[src/hw/rtl/irpm_pkg.sv]
// shared widths, constants and register codes of the image quality meter
package irpm_pkg;

	localparam int PIXEL_W     = 8;
	localparam int DIM_CFG_W   = 13;
	localparam int CFG_INDEX_W = 2;
	localparam int SUM_W       = 40;
	localparam int SQ_W        = 16;
	localparam int RMSE_W      = 16;
	localparam int PSNR_W      = 15;

	// register indexes
	localparam logic [CFG_INDEX_W-1:0] REG_IMAGE_WIDTH  = 2'd0;
	localparam logic [CFG_INDEX_W-1:0] REG_IMAGE_HEIGHT = 2'd1;

	// largest dimension the 13-bit registers can hold
	localparam int DIM_REG_MAX = 8191;
	localparam int DIM_RESET   = 256;

	// dividend is the sum shifted up by 18 for the Q8.8 root
	localparam int RMSE_SHIFT = 18;
	localparam int QUO_W      = SUM_W + RMSE_SHIFT;

	// log2 mantissa in Q1.31 and 24 fraction bits
	localparam int MANT_W = 32;
	localparam int FRAC_W = 24;

	localparam int              PEAK_W        = 16;
	localparam logic [PEAK_W-1:0] PEAK_SQUARED = 16'd65025;

	// 10*log10(2)*256 in Q16
	localparam int                   PSNR_SCALE_W = 26;
	localparam logic [PSNR_SCALE_W-1:0] PSNR_SCALE = 26'd50504453;
	localparam int                   PSNR_SHIFT   = 40;

	localparam logic [PSNR_W-1:0] PSNR_MAX = 15'h7FFF;
	localparam logic [RMSE_W-1:0] RMSE_MAX = 16'hFFFF;

	localparam int QUEUE_DEPTH = 2;

endpackage

[src/hw/rtl/irpm_queue.sv]
// short queue of finished image sums between front and back
module irpm_queue import irpm_pkg::*; #(
	parameter int W = 66
) (
	input  logic         clk,
	input  logic         arst_n,
	input  logic         push_valid,
	output logic         push_ready,
	input  logic [W-1:0] push_data,
	output logic         pop_valid,
	input  logic         pop_ready,
	output logic [W-1:0] pop_data
);

	localparam int PTR_W = (QUEUE_DEPTH > 1) ? $clog2(QUEUE_DEPTH) : 1;
	localparam int CNT_W = $clog2(QUEUE_DEPTH + 1);

	logic [W-1:0]     slot_q [QUEUE_DEPTH];
	logic [PTR_W-1:0] wr_ptr_q;
	logic [PTR_W-1:0] rd_ptr_q;
	logic [CNT_W-1:0] count_q;
	logic             do_push;
	logic             do_pop;

	assign push_ready = (count_q != CNT_W'(QUEUE_DEPTH));
	assign pop_valid  = (count_q != '0);
	assign pop_data   = slot_q[rd_ptr_q];
	assign do_push    = push_valid && push_ready;
	assign do_pop     = pop_valid && pop_ready;

	always_ff @(posedge clk) begin
		if (do_push) begin
			slot_q[wr_ptr_q] <= push_data;
		end
	end

	always_ff @(posedge clk or negedge arst_n) begin
		if (!arst_n) begin
			wr_ptr_q <= '0;
			rd_ptr_q <= '0;
			count_q  <= '0;
		end else begin
			if (do_push) begin
				wr_ptr_q <= (wr_ptr_q == PTR_W'(QUEUE_DEPTH - 1)) ? '0 : wr_ptr_q + PTR_W'(1);
			end
			if (do_pop) begin
				rd_ptr_q <= (rd_ptr_q == PTR_W'(QUEUE_DEPTH - 1)) ? '0 : rd_ptr_q + PTR_W'(1);
			end
			if (do_push && !do_pop) begin
				count_q <= count_q + CNT_W'(1);
			end else if (do_pop && !do_push) begin
				count_q <= count_q - CNT_W'(1);
			end
		end
	end

	a_count_up: assert property (@(posedge clk) disable iff (!arst_n)
		(do_push && !do_pop) |=> (count_q == $past(count_q) + CNT_W'(1)))
		else $error("queue count did not follow a lone push");

endmodule

[config.mk]
export PLATFORM = sky130hd
export DESIGN_NAME = irpm_queue
export DESIGN_NICKNAME = d
export VERILOG_FILES = /design/src/hw/rtl/irpm_pkg.sv /design/src/hw/rtl/irpm_queue.sv
export SDC_FILE = /design/constraint.sdc
export NUM_CORES = 1
export LEC_CHECK = 0
export ABC_AREA = 1
export BUFFER_PORTS_ARGS = -buffer_cell sky130_fd_sc_hd__buf_2
export CELL_PAD_IN_SITES_DETAIL_PLACEMENT = 1
export CELL_PAD_IN_SITES_GLOBAL_PLACEMENT = 1
export CORE_UTILIZATION = 35
export CTS_BUF_LIST = sky130_fd_sc_hd__clkbuf_2 sky130_fd_sc_hd__clkbuf_4 sky130_fd_sc_hd__clkbuf_8
export DETAILED_ROUTE_END_ITERATION = 8
export PLACE_DENSITY = 0.78
export REMOVE_ABC_BUFFERS = 1
export SYNTH_ARGS = -nofsm -noshare
export SYNTH_HDL_FRONTEND = slang
export SYNTH_SLANG_ARGS = --single-unit
[constraint.sdc]
create_clock -name clk -period 9.4 [get_ports clk]
set_input_delay 0 -clock clk [delete_from_list [all_inputs] [get_ports clk]]
set_output_delay 0 -clock clk [all_outputs]
set_load 0.05 [all_outputs]
Word level (Yosys, flattened, before mapping)
Memory sizes are Yosys's and may differ from the RTL's.
Index checks and enable logic that the tools add are counted.
{"block": "op_classes", "add_sub_neg": 4, "n_eq_ne": 1, "muxes": 6, "reduce_logical": 8}
{"op": "$logic_and 1x1->1", "count": 4}
{"op": "$mux 1", "count": 4}
{"op": "$mux 2", "count": 2}
{"op": "$reduce_bool 2->1", "count": 2}
{"op": "$add 1x1->1 const B", "count": 2}
{"op": "$add 2x1->2 const B", "count": 1}
{"op": "$logic_not 1->1", "count": 2}
{"op": "$ne 2x2->1 const B", "count": 1}
{"op": "$sub 2x1->2 const B", "count": 1}
{"block": "totals", "ff_bits": 4, "ramBits": 132, "inputBits": 70, "output_inout_bits": 68, "memories": 1}
{"memory": "slot_q", "depth": 2, "width": 66, "read_ports": 1, "rd_ports_with_merged_regs": 0, "wr": 1, "line_no": "irpm_queue.sv:18", "source": "logic [W-1:0] slot_q [QUEUE_DEPTH];"}

Longest topological paths before layout
{"block": "depth", "ltp_word": 6, "mapped_depth": 10}

Least setup slack after synthesis
No wires, ideal clock.
{"block": "synth_timing", "kind": "reg2reg", "from": "register count_q[0]", "to": "memory slot_q[0][0] (enable)", "arrival_time_ns": 3.778, "required_ns": 8.909, "setup_slack_ns": 5.131, "stages_incl_launch_ff": 5, "cell_sequence": "dfrtp_1 inv_1 nand2_1 nand2_1 nor2_1"}
{"block": "synth_via", "elab_chain_len": 4}
{"element": "start, declared", "line_no": "irpm_queue.sv:21", "source": "logic [CNT_W-1:0] count_q;"}
{"element": "start signal, assigned", "line_no": "irpm_queue.sv:50", "source": "count_q <= count_q + CNT_W'(1);"}
{"element": "start signal, assigned", "line_no": "irpm_queue.sv:52", "source": "count_q <= count_q - CNT_W'(1);"}
{"element": "$ne 2x2->1", "line_no": "irpm_queue.sv:25", "source": "assign push_ready = (count_q != CNT_W'(QUEUE_DEPTH));"}
{"element": "named net push_ready", "line_no": "irpm_queue.sv:8", "source": "output logic push_ready,"}
{"element": "$logic_and 1x1->1", "line_no": "irpm_queue.sv:28", "source": "assign do_push = push_valid && push_ready;"}
{"element": "$mux 1", "line_no": "irpm_queue.sv:32", "source": "if (do_push) begin"}
{"element": "$mux 1 (not written as such)", "line_no": "irpm_queue.sv:33", "source": "slot_q[wr_ptr_q] <= push_data;"}
{"element": "end, declared", "line_no": "irpm_queue.sv:18"}
The timed path passes the listed nets, and every way through them passes these cells.

Final worst setup path
{"block": "layout_timing", "from": "register rd_ptr_q", "to": "output pop_data[20]"}
{"block": "layout_via", "elab_chain_len": 1}
{"element": "start, declared", "line_no": "irpm_queue.sv:20", "source": "logic [PTR_W-1:0] rd_ptr_q;"}
{"element": "start signal, assigned", "line_no": "irpm_queue.sv:47", "source": "rd_ptr_q <= (rd_ptr_q == PTR_W'(QUEUE_DEPTH - 1)) ? '0 : rd_ptr_q + PTR_W'(1);"}
{"element": "$mem_v2 2x66"}
{"element": "end, declared", "line_no": "irpm_queue.sv:12", "source": "output logic [W-1:0] pop_data"}
Every way passes these cells.

==> results.yml <==
outcome:
  outcome: "completed"
sta:
  period_needed_ns: 2.249
  slew_headroom: 0.2303
  hold_viol_final: 0
  finClkSkew_ns: 0.006196
  min_period_over_period: 0.2392
  setup_ws_ns: 7.151
  timing.hold.ws_ns: 0.2905
  tightest_slew_ns: 1.153
  fin_tns_setup_ns: 0
  max_freq_ghz: 0.4447
  setup_viol: 0
  rsz0062_at_grt: "false"
  slew_violations: 0
floorplan:
  die_h_um: 122.0
  start_util: 0.3614
  core_um2: 13930
  fp-row-count: 43
  dieArea_um2: 14870
  ios: 138
  die_width_um: 122.0
setup_path:
  critPathSlowestCell: "inv_2"
  crit_required_ns: 9.40
  critical-path-max-stage-delay_ns: 0.83
  cp_top_family: "buffers and inverters"
  r2r-start: "count_q[0]"
  cp_common_cell: "nand2_1"
  r2r_end: "slot_q[1][43]"
  startpoint: "rd_ptr_q"
  crit_buf_inv: 2
  cp-start-kind: "flip-flop"
  critPathMaxFanout: 67
  end_kind: "primary output"
  worstRegToRegCells: 5
  critPathArrivalTime_ns: 2.25
  endpoint: "pop_data[20]"
  crit_type: "flip-flop to primary output"
  worst-path-stages: 4
  r2r_slack_ns: 7.42
  path_cells: "inv_2, nand2_1, nand2_1, buf_2"
logic_synthesis:
  synth.area.mux_share: 0
  ys_ff_latch: 136
  synth_common_cells: "208 x nand2_1, 132 x edfxtp_1, 8 x buf_2, 6 x inv_1, 5 x buf_6"
  synth-async-reset-ratio: 0.02941
  synth-adder-area-share: 0.002484
  synth_compound_area_frac: 0
  synth_edf_count: 132
  ys.flop_type: "edfxtp_1"
  yosysWarnings: 0
  yosysTopAreaCell: "edfxtp_1"
  ys_seq_area_frac: 0.8070
  yosys.area.top_type_share: 0.7871
  synth_cells: 374
  synthTopCellsByArea: "edfxtp_1 79%, nand2_1 16%, dfrtp_1 2.0%"
  synth.most_common_cell: "nand2_1"
  synth_top_family_by_area: "simple AND/OR/NAND/NOR gates"
  syn_area_per_cell_um2: 13.47
  synthesis.area_um2: 5036
  synthSimpleGateAreaFrac: 0.1598
  synth_cell_types: 14
  synth_xor_area_frac: 0.003478
clock_tree:
  cts_max_level: 4
  hold_buffers: 70
  numCtsBuffers: 17
  clk_pin_slew_ns: 0.07
  clkSinkCount: 136
  root_buffer: "clkbuf_8"
  clk_path_buf_depth: 2
  cts_tree: "yes"
  cts_resized: 0
  insertion_delay_ns: 0.43
  post-cts-setup-buffers: 0
layout:
  finalNetCount: 659
  fillers: 1489
  areaGrowthSynthToFinish_pct: 38.53
  drive_gt1_frac: 0.2895
power:
  p_clk_frac: 0.193
  power_density_nw_per_um2: 352.5
  power.leakage_uw: 0.002996
  p_sw_frac: 0.4663
  p_int_uw: 1313
  pwr-share-comb: 0.454
  irDropWorstVdd_mv: 0.1477
  p_switching_uw: 1147
  p_seq_frac: 0.353
global_routing:
  grt_use_total: 0.1622
  grt_max_degree: 68
  grt_pass1_vias: 3724
  antenna_found_initial: 1
  overflow: 0
  grt_pass1_wl_mm: 17.53
detailed_routing:
  drc_errors: 0
  drtIter0Drc: 189
  post_drt_wl_per_cell_um: 14.60
  num_vias: 3460
  drt-vias-per-instance: 4.425
  first_pass_iters: 6
  routed_wl_mm: 11.42
  antenna_left: 0
placement:
  post-place-ws_ns: 7.392
  gpl.final_weighted_congestion: 0.6785
  portBuffers: 137
  hpwl_mm: 6.887
worst_hold_path:
  hold_class: "input port to flip-flop"
run:
  maxCapViolations: 0
per-layer routing:
metal  share of wire  up-vias  track usage
li1                -     1690            -
met1            0.42     1661       0.1803
met2            0.52       92       0.2814
met3           0.048       17      0.05337
met4           0.016        0      0.07253
met5               0        -            0
layout by cell type, fill, tap and decap left out:
| cell | count |
|---|---|
| xor2_1 | 1 |
| nor2_4 | 2 |
| dfrtp_1 | 3 |
| clkinv_2 | 4 |
| dlygate4sd3_1 | 70 |
| edfxtp_1 | 132 |
| clkinv_1 | 2 |
| dfrtp_2 | 1 |
| diode_2 | 1 |
| clkinvlp_4 | 3 |
| buf_4 | 3 |
| bufinv_16 | 3 |
| clkbuf_8 | 17 |
| inv_2 | 1 |
| xnor2_1 | 1 |
| clkinv_4 | 2 |
| clkbuf_4 | 1 |
| ha_1 | 1 |
| nand4_1 | 1 |
| inv_1 | 6 |
| nand2_1 | 208 |
| buf_2 | 137 |
| nand3_1 | 2 |
power by group through the flow:
stage	Combinational (µW)	Sequential, µW	Clock, µW
after CTS	1130	869	493
after global placement	1090	873	0
after floorplan	797	906	0
after detailed placement	1110	881	0
final	1120	868	474
after global routing	1200	880	515
final cells by class:
type	count	area [µm²]	area share
repair buffers	210	1409	0.2019
inverters	7	26.28	0.003766
clock inverters	14	157.7	0.02260
diodes	1	2.502	0.0003587
multi-input cells	216	849.6	0.1218
clock buffers	18	241.5	0.03461
well taps	180	225.2	0.03228
flip-flops and latches	136	4065	0.5827
worst register-to-register path, cell delays in order (launching register included):
cell	delay, ns
dfrtp_1	0.38
inv_1	0.09
nand2_1	0.09
nand2_1	0.18
nor2_4	0.12
buf_4	0.73
cells by family (layout without fill, tap and decap cells):
group | Yosys count | after routing
AND/OR/NAND/NOR | 213 | 213
XOR/XNOR | 2 | 2
flip-flops | 136 | 136
buffers and inverters | 22 | 249
adder cells (fa/ha/maj) | 1 | 1
other | 0 | 1
registers in the layout, indices dropped and copies added (netlist names):
name / count
rd_ptr_q: 1
count_q: 2
wr_ptr_q: 1
slot_q: 132
through the flow:
step | utilization | instance area, µm² | total power, µW | cells
3_3_place_gp | 0.4216 | 5874 | 1965 | 679
2_1_floorplan | - | 4925 | 1703 | 359
6_report | 0.5007 | 6977 | 2459 | 782
3_5_place_dp | 0.4216 | 5874 | 1991 | 679
4_1_cts | 0.5005 | 6974 | 2496 | 781
5_1_grt | 0.5007 | 6977 | 2590 | 782
how the worst min path moves through the flow:
| stage | startpoint | end | depth (start not counted) |
|---|---|---|---|
| floorplan | arst_n | count_q[0] | 0 |
| global placement | arst_n | count_q[1] | 1 |
| detailed placement | arst_n | count_q[1] | 1 |
| CTS | push_data[33] | slot_q[1][33] | 2 |
| global route | push_data[41] | slot_q[1][41] | 2 |
| finish | push_data[41] | slot_q[1][41] | 2 |
No activity file was read; power rests on OpenSTA's default activity.
