===== src/hw/rtl/irpm_pkg.sv =====
// shared widths, constants and register codes of the image quality meter
package irpm_pkg;

	localparam int PIXEL_W     = 8;
	localparam int DIM_CFG_W   = 13;
	localparam int CFG_INDEX_W = 2;
	localparam int SUM_W       = 40;
	localparam int SQ_W        = 16;
	localparam int RMSE_W      = 16;
	localparam int PSNR_W      = 15;

	// register indexes
	localparam logic [CFG_INDEX_W-1:0] REG_IMAGE_WIDTH  = 2'd0;
	localparam logic [CFG_INDEX_W-1:0] REG_IMAGE_HEIGHT = 2'd1;

	// largest dimension the 13-bit registers can hold
	localparam int DIM_REG_MAX = 8191;
	localparam int DIM_RESET   = 256;

	// dividend is the sum shifted up by 18 for the Q8.8 root
	localparam int RMSE_SHIFT = 18;
	localparam int QUO_W      = SUM_W + RMSE_SHIFT;

	// log2 mantissa in Q1.31 and 24 fraction bits
	localparam int MANT_W = 32;
	localparam int FRAC_W = 24;

	localparam int              PEAK_W        = 16;
	localparam logic [PEAK_W-1:0] PEAK_SQUARED = 16'd65025;

	// 10*log10(2)*256 in Q16
	localparam int                   PSNR_SCALE_W = 26;
	localparam logic [PSNR_SCALE_W-1:0] PSNR_SCALE = 26'd50504453;
	localparam int                   PSNR_SHIFT   = 40;

	localparam logic [PSNR_W-1:0] PSNR_MAX = 15'h7FFF;
	localparam logic [RMSE_W-1:0] RMSE_MAX = 16'hFFFF;

	localparam int QUEUE_DEPTH = 2;

endpackage


===== src/hw/rtl/irpm_pixel_if.sv =====
// pixel pair channel: reference and target pixel at the same position
interface irpm_pixel_if import irpm_pkg::*; ();
	logic               valid;
	logic               ready;
	logic [PIXEL_W-1:0] reference_pixel;
	logic [PIXEL_W-1:0] target_pixel;

	modport source (output valid, output reference_pixel, output target_pixel, input ready);
	modport sink   (input valid, input reference_pixel, input target_pixel, output ready);
endinterface


===== src/hw/rtl/irpm_front.sv =====
// front end: config registers, squared error accumulation and end of image detection
module irpm_front import irpm_pkg::*; #(
	parameter int MAX_DIMENSION = 4096,
	parameter int DIM_W         = 13,
	parameter int N_W           = 26
) (
	input  logic                 clk,
	input  logic                 arst_n,
	input  logic                 cfg_we,
	input  logic [CFG_INDEX_W-1:0] cfg_index,
	input  logic [DIM_CFG_W-1:0] cfg_data,
	irpm_pixel_if.sink           pixel,
	output logic                 push_valid,
	input  logic                 push_ready,
	output logic [SUM_W+N_W-1:0] push_data
);

	localparam int DIM_CAP   = (MAX_DIMENSION > DIM_REG_MAX) ? DIM_REG_MAX : MAX_DIMENSION;
	localparam int RESET_DIM = (DIM_CAP < DIM_RESET) ? DIM_CAP : DIM_RESET;

	function automatic logic [DIM_W-1:0] clamp_dim(input logic [DIM_CFG_W-1:0] v);
		logic [DIM_W-1:0] r;
		if (v == '0) begin
			r = DIM_W'(1);
		end else if (int'(v) > DIM_CAP) begin
			r = DIM_W'(DIM_CAP);
		end else begin
			r = v[DIM_W-1:0];
		end
		return r;
	endfunction

	logic [DIM_W-1:0] width_q;
	logic [DIM_W-1:0] height_q;
	logic [N_W-1:0]   n_q;
	logic [SUM_W-1:0] acc_q;
	logic [N_W-1:0]   cnt_q;

	logic [DIM_W-1:0]   dim_new;
	logic [PIXEL_W-1:0] abs_diff;
	logic [SQ_W-1:0]    sq;
	logic [SUM_W-1:0]   acc_next;
	logic [N_W-1:0]     cnt_next;
	logic               accept;
	logic               done;

	assign dim_new = clamp_dim(cfg_data);

	// pixel count of the image is kept as a product, refreshed on each width or height write
	always_ff @(posedge clk or negedge arst_n) begin
		if (!arst_n) begin
			width_q  <= DIM_W'(RESET_DIM);
			height_q <= DIM_W'(RESET_DIM);
			n_q      <= N_W'(RESET_DIM * RESET_DIM);
		end else if (cfg_we) begin
			case (cfg_index)
				REG_IMAGE_WIDTH: begin
					width_q <= dim_new;
					n_q     <= N_W'(dim_new) * N_W'(height_q);
				end
				REG_IMAGE_HEIGHT: begin
					height_q <= dim_new;
					n_q      <= N_W'(width_q) * N_W'(dim_new);
				end
				default: ;
			endcase
		end
	end

	assign abs_diff = (pixel.reference_pixel >= pixel.target_pixel) ?
		(pixel.reference_pixel - pixel.target_pixel) :
		(pixel.target_pixel - pixel.reference_pixel);
	assign sq       = SQ_W'(abs_diff) * SQ_W'(abs_diff);
	assign acc_next = acc_q + SUM_W'(sq);
	assign cnt_next = cnt_q + N_W'(1);
	assign done     = (cnt_next >= n_q);

	assign pixel.ready = push_ready;
	assign accept      = pixel.valid && pixel.ready;
	assign push_valid  = accept && done;
	assign push_data   = {acc_next, n_q};

	always_ff @(posedge clk or negedge arst_n) begin
		if (!arst_n) begin
			acc_q <= '0;
			cnt_q <= '0;
		end else if (accept) begin
			if (done) begin
				acc_q <= '0;
				cnt_q <= '0;
			end else begin
				acc_q <= acc_next;
				cnt_q <= cnt_next;
			end
		end
	end

endmodule


===== src/flat_wrapper.sv =====
// flat-port wrapper written by rule: the top's interface ports become plain ports
module irpm_front_flat import irpm_pkg::*;
#(
	parameter int MAX_DIMENSION = 4096,
	parameter int DIM_W         = 13,
	parameter int N_W           = 26
)
  (clk, arst_n, cfg_we, cfg_index, cfg_data, push_valid, push_ready, push_data, pixel_valid, pixel_reference_pixel, pixel_target_pixel, pixel_ready);
  irpm_pixel_if pixel_i ();
  input  logic clk;
  input  logic arst_n;
  input  logic cfg_we;
  input  logic [CFG_INDEX_W-1:0] cfg_index;
  input  logic [DIM_CFG_W-1:0] cfg_data;
  output logic push_valid;
  input  logic push_ready;
  output logic [SUM_W+N_W-1:0] push_data;
  input wire logic [$bits(pixel_i.valid)-1:0] pixel_valid;
  input wire logic [$bits(pixel_i.reference_pixel)-1:0] pixel_reference_pixel;
  input wire logic [$bits(pixel_i.target_pixel)-1:0] pixel_target_pixel;
  output wire logic [$bits(pixel_i.ready)-1:0] pixel_ready;
  assign pixel_i.valid = pixel_valid;
  assign pixel_i.reference_pixel = pixel_reference_pixel;
  assign pixel_i.target_pixel = pixel_target_pixel;
  assign pixel_ready = pixel_i.ready;
  irpm_front #(.MAX_DIMENSION(MAX_DIMENSION), .DIM_W(DIM_W), .N_W(N_W)) u_core (.clk(clk), .arst_n(arst_n), .cfg_we(cfg_we), .cfg_index(cfg_index), .cfg_data(cfg_data), .pixel(pixel_i), .push_valid(push_valid), .push_ready(push_ready), .push_data(push_data));
endmodule

===== config.mk =====
export PLATFORM = sky130hd
export DESIGN_NAME = irpm_front_flat
export DESIGN_NICKNAME = d
export VERILOG_FILES = /design/src/hw/rtl/irpm_pkg.sv /design/src/hw/rtl/irpm_pixel_if.sv /design/src/hw/rtl/irpm_front.sv /design/src/flat_wrapper.sv
export SDC_FILE = /design/constraint.sdc
export NUM_CORES = 1
export LEC_CHECK = 0
export CORE_ASPECT_RATIO = 1.2
export CORE_UTILIZATION = 38
export DETAILED_ROUTE_END_ITERATION = 7
export DONT_BUFFER_PORTS = 1
export PLACE_DENSITY_LB_ADDON = 0.15
export SLEW_MARGIN = 20
export SYNTH_ARGS = -nofsm -noshare
export SYNTH_HDL_FRONTEND = slang
export SYNTH_SLANG_ARGS = --single-unit

===== constraint.sdc =====
create_clock -name clk -period 14.5 [get_ports clk]
set_input_delay 2.9 -clock clk [delete_from_list [all_inputs] [get_ports clk]]
set_output_delay 2.9 -clock clk [all_outputs]
set_load 0.005 [all_outputs]

**After elaboration in Yosys (flattened, before gate mapping)**

Cells that the tools add are included.

- Input port bits: 36
- Output and inout port bits: 68
- Flip-flop bits (word level): 118
- Logic and storage cells: 30

- Magnitude comparators: 3
- Add/sub/neg operators: 4
- Multipliers: 3
- Reductions and logical operators: 8
- Mux-type cells: 6
- Equality and inequality tests: 1

Operator list:

| cell | count |
|---|---|
| 13-bit by 13-bit multiplier with 26-bit output | 2 |
| 26-bit case mux with 2 select lines | 1 |
| 40-bit by 16-bit adder with 40-bit output | 1 |
| 40-bit 2-to-1 mux | 1 |
| 26-bit by 1-bit adder with 26-bit output (second input constant) | 1 |
| 26-bit >= comparator | 1 |
| 13-bit 2-to-1 mux | 2 |
| 26-bit 2-to-1 mux | 1 |
| 8-bit by 8-bit multiplier with 16-bit output | 1 |
| 8-bit subtractor | 2 |
| 13-bit > comparator (second input constant) | 1 |
| 13-bit zero test | 1 |
| 8-bit >= comparator | 1 |
| 8-bit 2-to-1 mux | 1 |
| 2-bit AND reduction | 3 |
| 2-bit by 1-bit equality test with 1-bit output (second input constant) | 1 |
| 1-bit logical AND | 2 |
| 2-bit zero test | 1 |
| 2-bit nonzero test | 1 |

**Depth between registers and ports, before layout**

- Depth in word-level cells: 5
- Mapped depth: 29
- Mapped depth without buffers: 29

**Worst setup path after synthesis**

OpenSTA, ideal clock, no wires.

- Kind: in2out
- From: in pixel_reference_pixel[0]
- To: out push_data[50]
- Stages on the path: 28
- Data arrival time: 9,028 ps
- Path slack: 2,572 ps
- Required time: 11,600 ps
- Path buffers: 1
- Path through: inv_1 -> ha_1 -> inv_1 -> fa_1 -> a21oi_1 -> o2111ai_2 -> a41oi_4 -> a211oi_1 -> a31oi_1 -> xnor2_1 -> nor2_1 -> inv_1 -> fa_1 -> inv_1 -> fa_1 -> fa_1 -> inv_1 -> fa_1 -> inv_1 -> ha_1 -> nor4_1 -> a211oi_1 -> o41ai_1 -> a21oi_1 -> a311o_1 -> clkbuf_1 -> and2_1 -> xnor2_1

- Word-level cells in the longest chain between the ends: 4
- Elaborated cells on any way between the ends: 6
- Those cells by class: 3 x add/sub; 1 x mul; 1 x order compare; 1 x mux

RTL lines:

| element | line | source |
|---|---|---|
| from (decl) | flat_wrapper.sv:19 | `input wire logic [$bits(pixel_i.reference_pixel)-1:0] pixel_reference_pixel;` |
| 8-bit subtractor, or another cell as far along | irpm_front.sv:72 | `(pixel.target_pixel - pixel.reference_pixel);` |
| 8-bit 2-to-1 mux * | irpm_front.sv:70 | `assign abs_diff = (pixel.reference_pixel >= pixel.target_pixel) ?` |
| 8-bit by 8-bit multiplier with 16-bit output * | irpm_front.sv:73 | `assign sq = SQ_W'(abs_diff) * SQ_W'(abs_diff);` |
| 40-bit by 16-bit adder with 40-bit output * | irpm_front.sv:74 | `assign acc_next = acc_q + SUM_W'(sq);` |
| to (decl) | flat_wrapper.sv:17 | `output logic [SUM_W+N_W-1:0] push_data;` |

Mark *: on every way between the ends. The rest lies on a longest branch, timed or not.

**Worst setup path in the final report**

- From: in pixel_reference_pixel[0]
- To: out push_data[48]

Same word-level chain as after synthesis.

==> impl_metrics.ini <==
[pwr]
intPower_uw = 1740
total_power_uw = 3830
switchingPower_uw = 2080
seqPwrFrac = 0.142
clockPowerShare = 0.110
leakagePower_uw = 0.0114
sw_frac_of_total = 0.545
ir_drop_uv = 202
power.density_nw_per_um2 = 172
power.share.combinational = 0.748

[yosys]
synth_warnings = 0
synth_ff_type = dfrtp_1
synth_nets = 2992
syn_inst = 2447
synth_cell_types = 77
syn_area_um2 = 21100
synth_area_leader_cell = fa_1
yosysSeqAreaShare = 0.140
synth_area_leaders = fa_1 27%, dfrtp_1 14%, ha_1 14%, inv_1 8.5%, and2_1 5.5%
ys_seq_elements = 118
synth_edf_count = 0
synth_top_area_share = 0.267
syn_avg_cell_area_um2 = 8.60
async_reset_ff_frac = 1.00

[final_layout]
drive_gt1_frac = 0.0527
final_net_count = 2922
final_area_um2 = 22300
mostFrequentLayoutCell = inv_1
area_growth_pct = 5.81
most-common-layout-cells = 475 x inv_1, 285 x nand2_1, 281 x fa_1
antenna_cells = 0

[hold_path]
hold_depth = 2
hp-class = reg -> reg

[timing]
fin_ws_ns = 1.37
final.min_clock_period_ns = 13.13
tightest_slew_ns = 1.01
fin_skew_ns = 0.0136
slew-limit-headroom = 0.321
fmax_ghz = 0.0761
fin_setup_tns_ns = 0
setup_violations = 0
drv_slew = 0
grt_setup_unrepaired = false
hold_violations = 0
post-route-period-util = 0.906

[clocking]
cts_root_buffer = clkbuf_16
worstSkewPairLatency_ns = 0.48
cts_buffers = 17
clk_path_buf_depth = 2
cts_resized = 0
postCtsHoldBufs = 0
post-cts-setup-buffers = 0
cts_tree = yes
clkSlewWorstSetupHoldPaths_ns = 0.05
cts_max_level = 4
cts_sinks = 118

[detailed_routing]
vias = 15871
ant_nets = 0
routed_wirelength_mm = 55.1
drt_iter0_markers = 637
vias_per_cell = 5.10
routedWlPerCell_um = 17.7
remaining_drc_errors = 0
drt_pre_antenna_iters = 5

[placed_design]
dpl.hpwl_mm = 43.0
gp_congestion = 0.883
placedInstanceArea_um2 = 21700
preCtsSetupSlack_ns = 1.30
portBuffers = 0

[floorplanning]
die_h_um = 260
core_area_um2 = 54800
ios = 104
rows = 94
die-area_um2 = 56400
dieWidth_um = 217
start_util = 0.384

[worst_setup_path]
reg2reg_depth = 19
worstPathRequired_ns = 11.60
critPathCaptureType = output port
path_class = in -> out
startpoint_type = primary input
path_max_fanout = 13
cp_data_arrival_time_ns = 10.23

[run_status]
status = finished clean

[global_routing]
grt_usage = 0.206
grt_pass1_vias = 17196
antenna_found_initial = 0
overflow = 0
grt_pass1_wl_mm = 90.5
grt_max_degree = 119

[job]
drv_cap = 0
through the flow:
step	hold slack (ns)	cells	util
2_1_floorplan	0.445	2447	-
3_3_place_gp	0.471	3078	0.396
3_5_place_dp	0.473	3078	0.396
4_1_cts	0.488	3110	0.406
5_1_grt	0.512	3110	0.406
6_report	0.485	3110	0.406
power groups by stage:
stage | combinational [µW] | sequential (µW) | clock, µW
final | 2860 | 544 | 419
after global routing | 3320 | 558 | 449
after CTS | 2930 | 547 | 433
after detailed placement | 2910 | 552 | 0
after global placement | 2880 | 551 | 0
after floorplan | 2180 | 459 | 0
final cells by class:
class	instances	area, µm²
Clock buffer	21	460
Clock inverter	11	101
Fill cell	5642	32500
Inverter	475	1780
Multi-Input combinational cell	1742	15900
Sequential cell	118	2960
Tap cell	720	901
Timing Repair Buffer	23	173
path summary, 6_finish.rpt:
kind,slack [ns],from,to
hold reg to reg,0.48,u_core.acc_q[11],u_core.acc_q[11]
max in group asynchronous,12.09,arst_n,u_core.width_q[8]
min in group asynchronous,2.12,arst_n,u_core.acc_q[2]
setup / recovery,1.37,pixel_reference_pixel[0],push_data[48]
setup reg to reg,8.15,u_core.width_q[9],u_core.n_q[23]
hold / removal,0.48,u_core.acc_q[11],u_core.acc_q[11]
metal layers:
layer	share of wire	track usage
met3	0.042	0.0443
met5	0	0
met4	0.020	0.0579
met2	0.52	0.382
met1	0.42	0.236
registers in the layout, summed over array words and instances, names as in the netlist:
register         count
u_core.acc_q        40
u_core.cnt_q        26
u_core.height_q     13
u_core.n_q          26
u_core.width_q      13
worst max-delay path, stage by stage:
cell,delay [ns]
inv_1,0.03
ha_1,0.16
inv_1,0.06
fa_1,0.39
a21oi_1,0.30
o2111ai_2,0.22
a41oi_4,0.44
mux2i_1,0.72
nor2_1,0.21
fa_1,0.55
inv_1,0.05
fa_1,0.50
inv_1,0.04
ha_1,0.27
inv_1,0.04
fa_1,0.52
inv_1,0.06
ha_1,0.28
a211oi_1,0.27
o21ai_0,0.21
o41ai_1,0.61
a21oi_1,0.20
a311o_1,0.64
nand3_1,0.30
nor2_1,0.08
xor2_1,0.17
Yosys cell counts (30+ instances only):
cell type and number:
xnor2_1 61, inv_1 475, fa_1 281, nand2_1 286
o21ai_0 94, clkbuf_1 98, nand3_1 45, a21oi_1 67
ha_1 228, nor2_1 100, a21o_1 37, xor2_1 42
and2_1 184, nor2b_1 30, dfrtp_1 115
kinds of logic after synthesis:
kind of cell               Yosys count  share of synthesized area
AOI/OAI and AO/OA                  347                      0.111
xor gates and xnor gates           104                     0.0442
adders and majority gates          509                      0.403
buffers and inverters              587                      0.107
DFF                                118                      0.140
muxes                               43                     0.0220
and+or+nand+nor                    739                      0.173
No activity file was read; power rests on OpenSTA's default activity.
