[config.mk]
export PLATFORM = sky130hd
export DESIGN_NAME = irpm_back_flat
export DESIGN_NICKNAME = d
export VERILOG_FILES = /design/src/hw/rtl/irpm_pkg.sv /design/src/hw/rtl/irpm_result_if.sv /design/src/hw/rtl/irpm_back.sv /design/src/flat_wrapper.sv
export SDC_FILE = /design/constraint.sdc
export NUM_CORES = 2
export LEC_CHECK = 0
export ABC_AREA = 1
export BUFFER_PORTS_ARGS = -buffer_cell sky130_fd_sc_hd__buf_2
export CORE_ASPECT_RATIO = 0.9
export CORE_MARGIN = 5
export CORE_UTILIZATION = 38
export DETAILED_ROUTE_END_ITERATION = 8
export PLACE_DENSITY = 0.62
export SLEW_MARGIN = 20
export SYNTH_ARGS = -nofsm -noshare
export SYNTH_HDL_FRONTEND = slang
export SYNTH_SLANG_ARGS = --single-unit
[constraint.sdc]
create_clock -name clk -period 6.7 [get_ports clk]
set_input_delay 0.335 -clock clk [delete_from_list [all_inputs] [get_ports clk]]
set_output_delay 0.335 -clock clk [all_outputs]
set_load 0.05 [all_outputs]
[src/hw/rtl/irpm_pkg.sv]
// shared widths, constants and register codes of the image quality meter
package irpm_pkg;

	localparam int PIXEL_W     = 8;
	localparam int DIM_CFG_W   = 13;
	localparam int CFG_INDEX_W = 2;
	localparam int SUM_W       = 40;
	localparam int SQ_W        = 16;
	localparam int RMSE_W      = 16;
	localparam int PSNR_W      = 15;

	// register indexes
	localparam logic [CFG_INDEX_W-1:0] REG_IMAGE_WIDTH  = 2'd0;
	localparam logic [CFG_INDEX_W-1:0] REG_IMAGE_HEIGHT = 2'd1;

	// largest dimension the 13-bit registers can hold
	localparam int DIM_REG_MAX = 8191;
	localparam int DIM_RESET   = 256;

	// dividend is the sum shifted up by 18 for the Q8.8 root
	localparam int RMSE_SHIFT = 18;
	localparam int QUO_W      = SUM_W + RMSE_SHIFT;

	// log2 mantissa in Q1.31 and 24 fraction bits
	localparam int MANT_W = 32;
	localparam int FRAC_W = 24;

	localparam int              PEAK_W        = 16;
	localparam logic [PEAK_W-1:0] PEAK_SQUARED = 16'd65025;

	// 10*log10(2)*256 in Q16
	localparam int                   PSNR_SCALE_W = 26;
	localparam logic [PSNR_SCALE_W-1:0] PSNR_SCALE = 26'd50504453;
	localparam int                   PSNR_SHIFT   = 40;

	localparam logic [PSNR_W-1:0] PSNR_MAX = 15'h7FFF;
	localparam logic [RMSE_W-1:0] RMSE_MAX = 16'hFFFF;

	localparam int QUEUE_DEPTH = 2;

endpackage

[src/hw/rtl/irpm_result_if.sv]
// per-image result channel: error sum, rmse, psnr and identical flag
interface irpm_result_if import irpm_pkg::*; ();
	logic              valid;
	logic              ready;
	logic [SUM_W-1:0]  sum_squared_error;
	logic [RMSE_W-1:0] rmse;
	logic [PSNR_W-1:0] psnr;
	logic              images_identical;

	modport source (output valid, output sum_squared_error, output rmse, output psnr,
		output images_identical, input ready);
	modport sink   (input valid, input sum_squared_error, input rmse, input psnr,
		input images_identical, output ready);
endinterface

[src/hw/rtl/irpm_back.sv]
// back end: sequencer for division, square root, two log2 evaluations and psnr scaling
module irpm_back import irpm_pkg::*; #(
	parameter int N_W = 26
) (
	input  logic                 clk,
	input  logic                 arst_n,
	input  logic                 pop_valid,
	output logic                 pop_ready,
	input  logic [SUM_W+N_W-1:0] pop_data,
	irpm_result_if.source        result
);

	localparam int LX_W   = (PEAK_W + N_W > SUM_W) ? PEAK_W + N_W : SUM_W;
	localparam int EW     = $clog2(LX_W);
	localparam int LW     = EW + FRAC_W;
	localparam int PW     = LW + PSNR_SCALE_W;
	localparam int STEP_W = $clog2(QUO_W);
	localparam int ROOT_W = QUO_W / 2 + 1;

	localparam logic [3:0] ST_IDLE     = 4'd0;
	localparam logic [3:0] ST_DIV      = 4'd1;
	localparam logic [3:0] ST_SQRT     = 4'd2;
	localparam logic [3:0] ST_RMSE     = 4'd3;
	localparam logic [3:0] ST_NORM     = 4'd4;
	localparam logic [3:0] ST_SQ_MUL   = 4'd5;
	localparam logic [3:0] ST_SQ_ADJ   = 4'd6;
	localparam logic [3:0] ST_LOG_DONE = 4'd7;
	localparam logic [3:0] ST_DIFF     = 4'd8;
	localparam logic [3:0] ST_PMUL     = 4'd9;
	localparam logic [3:0] ST_PRND     = 4'd10;
	localparam logic [3:0] ST_OUT      = 4'd11;

	logic [3:0]          state_q;
	logic [STEP_W-1:0]   step_q;
	logic [SUM_W-1:0]    s_q;
	logic [N_W-1:0]      n_q;
	logic [QUO_W-1:0]    dvd_q;
	logic [N_W-1:0]      rem_q;
	logic [QUO_W-1:0]    root_q;
	logic [QUO_W-1:0]    bit_q;
	logic [LX_W-1:0]     m_q;
	logic [EW-1:0]       e_q;
	logic [MANT_W-1:0]   mant_q;
	logic [2*MANT_W-1:0] prod_q;
	logic [FRAC_W-1:0]   frac_q;
	logic                sel_q;
	logic [LW-1:0]       la_q;
	logic [LW-1:0]       lb_q;
	logic [LW:0]         d_q;
	logic [PW-1:0]       pprod_q;
	logic [RMSE_W-1:0]   rmse_q;
	logic [PSNR_W-1:0]   psnr_q;
	logic                ident_q;

	logic                res_valid_q;
	logic [SUM_W-1:0]    res_sum_q;
	logic [RMSE_W-1:0]   res_rmse_q;
	logic [PSNR_W-1:0]   res_psnr_q;
	logic                res_ident_q;

	logic [SUM_W-1:0]    pop_sum;
	logic [N_W-1:0]      pop_n;
	logic [N_W:0]        rem_shift;
	logic [N_W:0]        rem_sub;
	logic                div_ge;
	logic [QUO_W-1:0]    trial;
	logic                sqrt_ge;
	logic [ROOT_W-1:0]   root_inc;
	logic [ROOT_W-2:0]   root_half;
	logic [MANT_W:0]     sq_top;
	logic [PW:0]         pround;
	logic [PW-PSNR_SHIFT:0] pshift;
	logic                res_load;

	assign pop_sum = pop_data[SUM_W+N_W-1:N_W];
	assign pop_n   = pop_data[N_W-1:0];

	// restoring division step, one quotient bit a cycle
	assign rem_shift = {rem_q, dvd_q[QUO_W-1]};
	assign div_ge    = (rem_shift >= {1'b0, n_q});
	assign rem_sub   = rem_shift - {1'b0, n_q};

	// bit-pair square root step
	assign trial     = root_q + bit_q;
	assign sqrt_ge   = (dvd_q >= trial);
	assign root_inc  = ROOT_W'(root_q[ROOT_W-2:0]) + ROOT_W'(1);
	assign root_half = root_inc[ROOT_W-1:1];

	// squared mantissa back in Q1.31 with one overflow bit
	assign sq_top = prod_q[2*MANT_W-1:MANT_W-1];

	assign pround = {1'b0, pprod_q} + ((PW+1)'(1) << (PSNR_SHIFT - 1));
	assign pshift = pround[PW:PSNR_SHIFT];

	assign pop_ready = (state_q == ST_IDLE);
	assign res_load  = (state_q == ST_OUT) && (!res_valid_q || result.ready);

	always_ff @(posedge clk or negedge arst_n) begin
		if (!arst_n) begin
			state_q <= ST_IDLE;
			step_q  <= '0;
			sel_q   <= 1'b0;
		end else begin
			case (state_q)
				ST_IDLE: begin
					if (pop_valid) begin
						state_q <= (pop_sum == '0) ? ST_OUT : ST_DIV;
						step_q  <= STEP_W'(QUO_W - 1);
					end
				end
				ST_DIV: begin
					if (step_q == '0) begin
						state_q <= ST_SQRT;
						step_q  <= STEP_W'(QUO_W / 2 - 1);
					end else begin
						step_q <= step_q - STEP_W'(1);
					end
				end
				ST_SQRT: begin
					if (step_q == '0) begin
						state_q <= ST_RMSE;
					end else begin
						step_q <= step_q - STEP_W'(1);
					end
				end
				ST_RMSE: begin
					state_q <= ST_NORM;
					sel_q   <= 1'b0;
				end
				ST_NORM: begin
					if (m_q[LX_W-1]) begin
						state_q <= ST_SQ_MUL;
						step_q  <= STEP_W'(FRAC_W - 1);
					end
				end
				ST_SQ_MUL: begin
					state_q <= ST_SQ_ADJ;
				end
				ST_SQ_ADJ: begin
					if (step_q == '0) begin
						state_q <= ST_LOG_DONE;
					end else begin
						step_q  <= step_q - STEP_W'(1);
						state_q <= ST_SQ_MUL;
					end
				end
				ST_LOG_DONE: begin
					if (!sel_q) begin
						sel_q   <= 1'b1;
						state_q <= ST_NORM;
					end else begin
						state_q <= ST_DIFF;
					end
				end
				ST_DIFF: begin
					state_q <= ST_PMUL;
				end
				ST_PMUL: begin
					state_q <= (d_q[LW] || d_q == '0) ? ST_OUT : ST_PRND;
				end
				ST_PRND: begin
					state_q <= ST_OUT;
				end
				ST_OUT: begin
					if (res_load) begin
						state_q <= ST_IDLE;
					end
				end
				default: begin
					state_q <= ST_IDLE;
				end
			endcase
		end
	end

	// datapath registers
	always_ff @(posedge clk) begin
		case (state_q)
			ST_IDLE: begin
				s_q    <= pop_sum;
				n_q    <= pop_n;
				dvd_q  <= {pop_sum, {RMSE_SHIFT{1'b0}}};
				rem_q  <= '0;
				ident_q <= (pop_sum == '0);
				rmse_q <= '0;
				psnr_q <= PSNR_MAX;
			end
			ST_DIV: begin
				rem_q <= div_ge ? rem_sub[N_W-1:0] : rem_shift[N_W-1:0];
				dvd_q <= {dvd_q[QUO_W-2:0], div_ge};
				root_q <= '0;
				bit_q  <= {2'b01, {(QUO_W-2){1'b0}}};
			end
			ST_SQRT: begin
				if (sqrt_ge) begin
					dvd_q  <= dvd_q - trial;
					root_q <= (root_q >> 1) + bit_q;
				end else begin
					root_q <= root_q >> 1;
				end
				bit_q <= bit_q >> 2;
			end
			ST_RMSE: begin
				rmse_q <= (root_half > (ROOT_W-1)'(RMSE_MAX)) ? RMSE_MAX : root_half[RMSE_W-1:0];
				m_q    <= LX_W'(PEAK_SQUARED) * LX_W'(n_q);
				e_q    <= EW'(LX_W - 1);
			end
			ST_NORM: begin
				if (m_q[LX_W-1]) begin
					mant_q <= m_q[LX_W-1 -: MANT_W];
					frac_q <= '0;
				end else begin
					m_q <= m_q << 1;
					e_q <= e_q - EW'(1);
				end
			end
			ST_SQ_MUL: begin
				prod_q <= (2*MANT_W)'(mant_q) * (2*MANT_W)'(mant_q);
			end
			ST_SQ_ADJ: begin
				mant_q <= sq_top[MANT_W] ? sq_top[MANT_W:1] : sq_top[MANT_W-1:0];
				frac_q <= {frac_q[FRAC_W-2:0], sq_top[MANT_W]};
			end
			ST_LOG_DONE: begin
				if (!sel_q) begin
					la_q <= {e_q, frac_q};
					m_q  <= LX_W'(s_q);
					e_q  <= EW'(LX_W - 1);
				end else begin
					lb_q <= {e_q, frac_q};
				end
			end
			ST_DIFF: begin
				d_q <= {1'b0, la_q} - {1'b0, lb_q};
			end
			ST_PMUL: begin
				if (d_q[LW] || d_q == '0) begin
					psnr_q <= '0;
				end else begin
					pprod_q <= PW'(d_q[LW-1:0]) * PW'(PSNR_SCALE);
				end
			end
			ST_PRND: begin
				psnr_q <= (pshift > (PW-PSNR_SHIFT+1)'(PSNR_MAX)) ? PSNR_MAX :
					pshift[PSNR_W-1:0];
			end
			default: ;
		endcase
	end

	// output register, next image may be worked on while this waits
	always_ff @(posedge clk or negedge arst_n) begin
		if (!arst_n) begin
			res_valid_q <= 1'b0;
		end else if (res_load) begin
			res_valid_q <= 1'b1;
		end else if (result.ready) begin
			res_valid_q <= 1'b0;
		end
	end

	always_ff @(posedge clk) begin
		if (res_load) begin
			res_sum_q   <= s_q;
			res_rmse_q  <= rmse_q;
			res_psnr_q  <= psnr_q;
			res_ident_q <= ident_q;
		end
	end

	assign result.valid             = res_valid_q;
	assign result.sum_squared_error = res_sum_q;
	assign result.rmse              = res_rmse_q;
	assign result.psnr              = res_psnr_q;
	assign result.images_identical  = res_ident_q;

	a_rem_below_n: assert property (@(posedge clk) disable iff (!arst_n)
		(state_q == ST_DIV) |-> (rem_q < n_q))
		else $error("division remainder not below pixel count");

	a_mant_normalized: assert property (@(posedge clk) disable iff (!arst_n)
		(state_q == ST_SQ_ADJ) |-> (prod_q[2*MANT_W-1:2*MANT_W-2] != 2'b00))
		else $error("log2 mantissa lost normalization");

	a_identical_sat: assert property (@(posedge clk) disable iff (!arst_n)
		(res_valid_q && res_ident_q) |-> (res_psnr_q == PSNR_MAX && res_rmse_q == '0))
		else $error("identical images without saturated psnr and zero rmse");

endmodule

[src/flat_wrapper.sv]
// flat-port wrapper written by rule: the top's interface ports become plain ports
module irpm_back_flat import irpm_pkg::*;
#(
	parameter int N_W = 26
)
  (clk, arst_n, pop_valid, pop_ready, pop_data, result_valid, result_sum_squared_error, result_rmse, result_psnr, result_images_identical, result_ready);
  irpm_result_if result_i ();
  input  logic clk;
  input  logic arst_n;
  input  logic pop_valid;
  output logic pop_ready;
  input  logic [SUM_W+N_W-1:0] pop_data;
  output wire logic [$bits(result_i.valid)-1:0] result_valid;
  output wire logic [$bits(result_i.sum_squared_error)-1:0] result_sum_squared_error;
  output wire logic [$bits(result_i.rmse)-1:0] result_rmse;
  output wire logic [$bits(result_i.psnr)-1:0] result_psnr;
  output wire logic [$bits(result_i.images_identical)-1:0] result_images_identical;
  input wire logic [$bits(result_i.ready)-1:0] result_ready;
  assign result_valid = result_i.valid;
  assign result_sum_squared_error = result_i.sum_squared_error;
  assign result_rmse = result_i.rmse;
  assign result_psnr = result_i.psnr;
  assign result_images_identical = result_i.images_identical;
  assign result_i.ready = result_ready;
  irpm_back #(.N_W(N_W)) u_core (.clk(clk), .arst_n(arst_n), .pop_valid(pop_valid), .pop_ready(pop_ready), .pop_data(pop_data), .result(result_i));
endmodule
Word-level counts from Yosys, hierarchy flattened
Cells that the tools add are included.

word-level totals
  logic and storage cells = 136
  input port bits = 70
  register bits = 697
  output and inout port bits = 74

operators by class
  bitwise gates (word level) = 2
  add/sub/neg operators = 9
  $mul = 3
  equal/unequal tests = 21
  multiplexer cells = 41
  reductions and logical operators = 29
  order comparisons = 4

operators with widths
  kind                                                  count
  case mux 58 bit (2 select lines)                      2
  case mux 58 bit (3 select lines)                      1
  case mux 42 bit (3 select lines)                      1
  two-way mux 58 bit                                    2
  two-way mux 42 bit                                    2
  multiplier 32 x 32 -> 64 bit                          1
  two-way mux 32 bit                                    2
  case mux 32 bit (2 select lines)                      1
  adder 57 x 58 -> 58 bit                               1
  adder 58 bit                                          1
  >= comparator 58 bit                                  1
  subtractor 58 bit                                     1
  adder 56 x 40 -> 57 bit (second input constant)       1
  multiplier 30 x 26 -> 56 bit (second input constant)  1
  case mux 26 bit (2 select lines)                      1
  case mux 24 bit (2 select lines)                      1
  case mux 4 bit (12 select lines)                      1
  case mux 15 bit (3 select lines)                      1
  multiplier 16 x 26 -> 42 bit (first input constant)   1
  logical NOT 40 bit                                    1
  two-way mux 6 bit                                     6
  case mux 16 bit (2 select lines)                      1
  logical NOT 31 bit                                    1
  subtractor 30 x 30 -> 31 bit                          1
  36 further kinds                                      76

Logic depth before layout (Yosys ltp)
  depth in word-level cells = 5
  depth in mapped cells = 34

Worst setup path before layout
Ideal clock, no wire load.

  path kind = flip-flop to flip-flop
  from = register u_core.mant_q[12]
  to = register u_core.prod_q[50], data pin
  setup slack = -0.187 ns
  data required time = 6.448 ns
  buffers on the path = 3
  stages on the path, launching flop included = 34
  arrival time = 6.635 ns
  period minus slack after synthesis = 6.887 ns
  library setup time = 0.252 ns
  cell sequence = edfxtp_1 clkbuf_1 clkbuf_1 buf_1 nand2_1 fa_1 inv_1 fa_1 fa_1 inv_1 fa_1 inv_1 fa_1 inv_1 fa_1 inv_1 fa_1 inv_1 fa_1 inv_1 ha_1 nand2_1 nor2_1 inv_1 nor2_1 inv_1 nor2_1 nand2_1 nand3_1 nand2_1 nand2_1 nand2_1 nand3_1 nand2_1

on the way
  longest elaborated chain between the ends = 1

ends and longest elaborated chain
  item                          line              source
  from (decl)                   irpm_back.sv:43   logic [MANT_W-1:0] mant_q;
  from (signal assigned)        irpm_back.sv:210  mant_q <= m_q[LX_W-1 -: MANT_W];
  from (signal assigned)        irpm_back.sv:221  mant_q <= sq_top[MANT_W] ? sq_top[MANT_W:1] : sq_top[MANT_W-1:0];
  multiplier 32 x 32 -> 64 bit  irpm_back.sv:218  prod_q <= (2*MANT_W)'(mant_q) * (2*MANT_W)'(mant_q);
  to (signal assigned)          irpm_back.sv:218
  to (decl)                     irpm_back.sv:44   logic [2*MANT_W-1:0] prod_q;

Every way passes these cells.
A chain may end at the register's enable or synchronous reset.

Final worst setup path
  from = register u_core.mant_q[4]
  to = register u_core.prod_q[42], data pin

The elaborated chain is that of the path after synthesis.

==> impl_results.md <==
* Most frequent cell after synthesis: nand2_1
* TritonCTS clock tree: yes
* Most used DFF post-synth: edfxtp_1
* Row cnt at 166
* Die Wd at 513 um
* GRT overflow at 0
* # nets final at 13600
* DRC viols at 0
* Synth warn at 0
* Status: finished, violations left
* Worst-path fanout max at 5
* Crit-path most repeated cell: fa_1
* Syn_area_per_cell at 7.95 um^2
* Crit Path Category: flop to flop
* Synth top area cells: fa_1, edfxtp_1, ha_1
* Max Fclk at 146 MHz
* Die H at 463 um
* Worst Hold Class: input pin to async pin
* Clock root buffer: clkbuf_16
* Synthesized cell area at 86500 um^2
* Startpoint Class: flop
* Via count at 72900
* Max Root-Sink Buffers at 3
* Vias in the first global route at 72300
* Area occupied by multi-input gates at 60000 um^2
* Setup clock skew after layout at 0.0532 ns
* Final setup violation count at 30
* 1st-iter DRT viols at 6607
* Yosys top cell area share at 24.6%
* Pre-antenna DRT Iters at 6
* Clock Sinks at 598
* Gpl congestion at 1.00
* Worst-margin pin slew at 1.04 ns
* Tmin final at 6.84 ns
* Failing checks: negative setup slack
* Clock Latency Late Sink at 0.73 ns
* Share of cells above drive strength 1 at 12.3%
* Seq. cell area at 17900 um^2
* CP Capture Type: flop
* RSZ-0062 raised after global routing: true
* Post-synthesis cell type count at 63
* Sequential share of the synthesized area at 20.7%
* Commonest cells post-synth: nand2_1, inv_1, fa_1
* Post-route worst setup slack at -0.140 ns
* Cell count after placement at 14400
* Clock transition at path regs at 0.06 ns
* CP peak stage delay at 0.64 ns
* Relative slew slack at 30.3%
* Core area at 227000 um^2
* Slew Limit Fails at 0
* EDFF count, synth at 586
* Post-Syn Instances at 10900
* GRT Total Usage at 23.2%
* Global-route wire length before repair at 428 mm
* H-tree levels at 3
* Initial antenna violation count at 10
* Initial Utilization at 38.1%
* Worst path bufs/invs at 9
* Number of port buffers at 143
* DRT Wirelength at 279 mm
* Fillcell total at 22700
* Leading area contributor after synthesis: fa_1
* Largest net degree at the start of global routing at 58
* Synth Net Count at 12900
* Layout area overhead at 16.3%
* Worst Reg-to-Reg Cells at 26
* Final hold viol count at 0
* Synthesized flop and latch total at 598
* Max Cap Violations at 0
* Crit path required time at 7.19 ns
* Die area at 237000 um^2
* Layout Cells excl Fill at 14600
* Fin crit share at 102%
* WL/cell at 19.1 um
* Routed Antenna Nets at 0
* Ys async rst share at 2.01%
* Critical path's top delay family: adder cells
* Total CTS buffers at 75
* Crit path DAT at 7.33 ns
* CP Depth at 26
* Num ports at 144
* Vias/cell at 4.98
* DP Wirelength at 234 mm
* Slowest CP cell: fa_2
## metal layers
layer / global-route usage [%] / up-vias / part of all wire (%)
met5: 0 / - / 0.0047
met4: 6.70 / 2 / 3.4
met3: 3.84 / 420 / 8.0
met2: 36.3 / 2603 / 44
met1: 33.1 / 34900 / 45
li1: - / 35000 / -
## placed cells by master, fill, tap and decap left out, types with 62 or more instances in the layout
cell / n
nand2_2: 98
edfxtp_1: 586
buf_4: 495
nand2_1: 2546
nand4_1: 119
nor3_1: 90
dlygate4sd3_1: 68
ha_1: 855
fa_2: 70
nor2_1: 725
nand3_1: 420
nor2_2: 63
a21oi_1: 393
fa_1: 992
o21ai_0: 263
inv_2: 95
xor2_1: 142
xnor2_1: 79
buf_2: 143
inv_1: 2509
o21bai_1: 62
clkbuf_16: 77
## flip-flops by register name (all words and copies together), names as in the netlist, 15 cells and up
signal                           count
u_core.dvd_q                        58
u_core.root_q                       58
u_core.m_q                          42
u_core.result.sum_squared_error     40
u_core.s_q                          40
u_core.prod_q                       33
u_core.mant_q                       32
u_core.d_q                          31
u_core.la_q                         30
u_core.lb_q                         30
u_core.bit_q                        29
u_core.n_q                          26
u_core.rem_q                        26
u_core.frac_q                       24
u_core.pprod_q                      17
u_core.result.rmse                  16
u_core.rmse_q                       16
u_core.psnr_q                       15
u_core.result.psnr                  15
## repair_timing
item,4_1_cts,5_1_grt
endpoints found under the hold margin,92,0
pin swaps,74,174
buffers inserted,32,29
setup endpoints to repair,33,33
cloned,5,3
gates resized for setup,252,407
hold buffers,68,0
## path summary, 6_finish.rpt
kind,slack [ns],startpoint,to
worst max-delay path,-0.14,u_core.mant_q[4]$_DFFE_PP_,u_core.prod_q[42]$_DFFE_PP_
min in group clk,0.31,pop_valid,u_core.state_q[3]$_DFFE_PN0P_
max in group asynchronous,6.33,arst_n,u_core.step_q[4]$_DFFE_PN0P_
worst min register to register,0.40,u_core.psnr_q[5]$_DFFE_PP_,u_core.result.psnr[5]$_DFFE_PP_
worst max register to register,-0.14,u_core.mant_q[4]$_DFFE_PP_,u_core.prod_q[42]$_DFFE_PP_
worst min-delay path,0.14,arst_n,u_core.state_q[2]$_DFFE_PN0P_
## layout make-up
class / count / share of cell area [%]
clock inverters: 50 / 0.513
flip-flops and latches: 598 / 17.8
diodes: 4 / 0.00996
inverters: 2615 / 9.77
clock buffers: 86 / 1.92
well taps: 3024 / 3.76
repair buffers: 795 / 6.54
multi-input cells: 7457 / 59.7
## kinds of logic after synthesis
logic type                 Yosys count  share of synthesized area (%)
adders and majority gates         1958                           37.6
xor gates and xnor gates           226                           2.29
buffers and inverters             2818                           12.5
and+or+nand+nor                   4258                           20.2
AOI/OAI and AO/OA                 1015                           6.76
DFF                                598                           20.7
## through the flow
step           setup slack, ns  instance area (um^2)  util (%)  hold WS, ns  setup TNS [ns]
6_report                -0.140                101000      44.3        0.138           -2.13
5_1_grt                 -0.359                101000      44.3        0.127           -8.82
4_1_cts                 -0.115                 98800      43.6       0.0891           -2.29
3_5_place_dp            -0.304                 94400      41.6        0.243           -6.55
3_3_place_gp            -0.268                 94400      41.6        0.238           -5.69
2_1_floorplan          -0.0276                 86500         -       0.0394         -0.0276
Power is not shown: default switching activity piles up to over one toggle a cycle in this logic, so the estimate is an artifact.
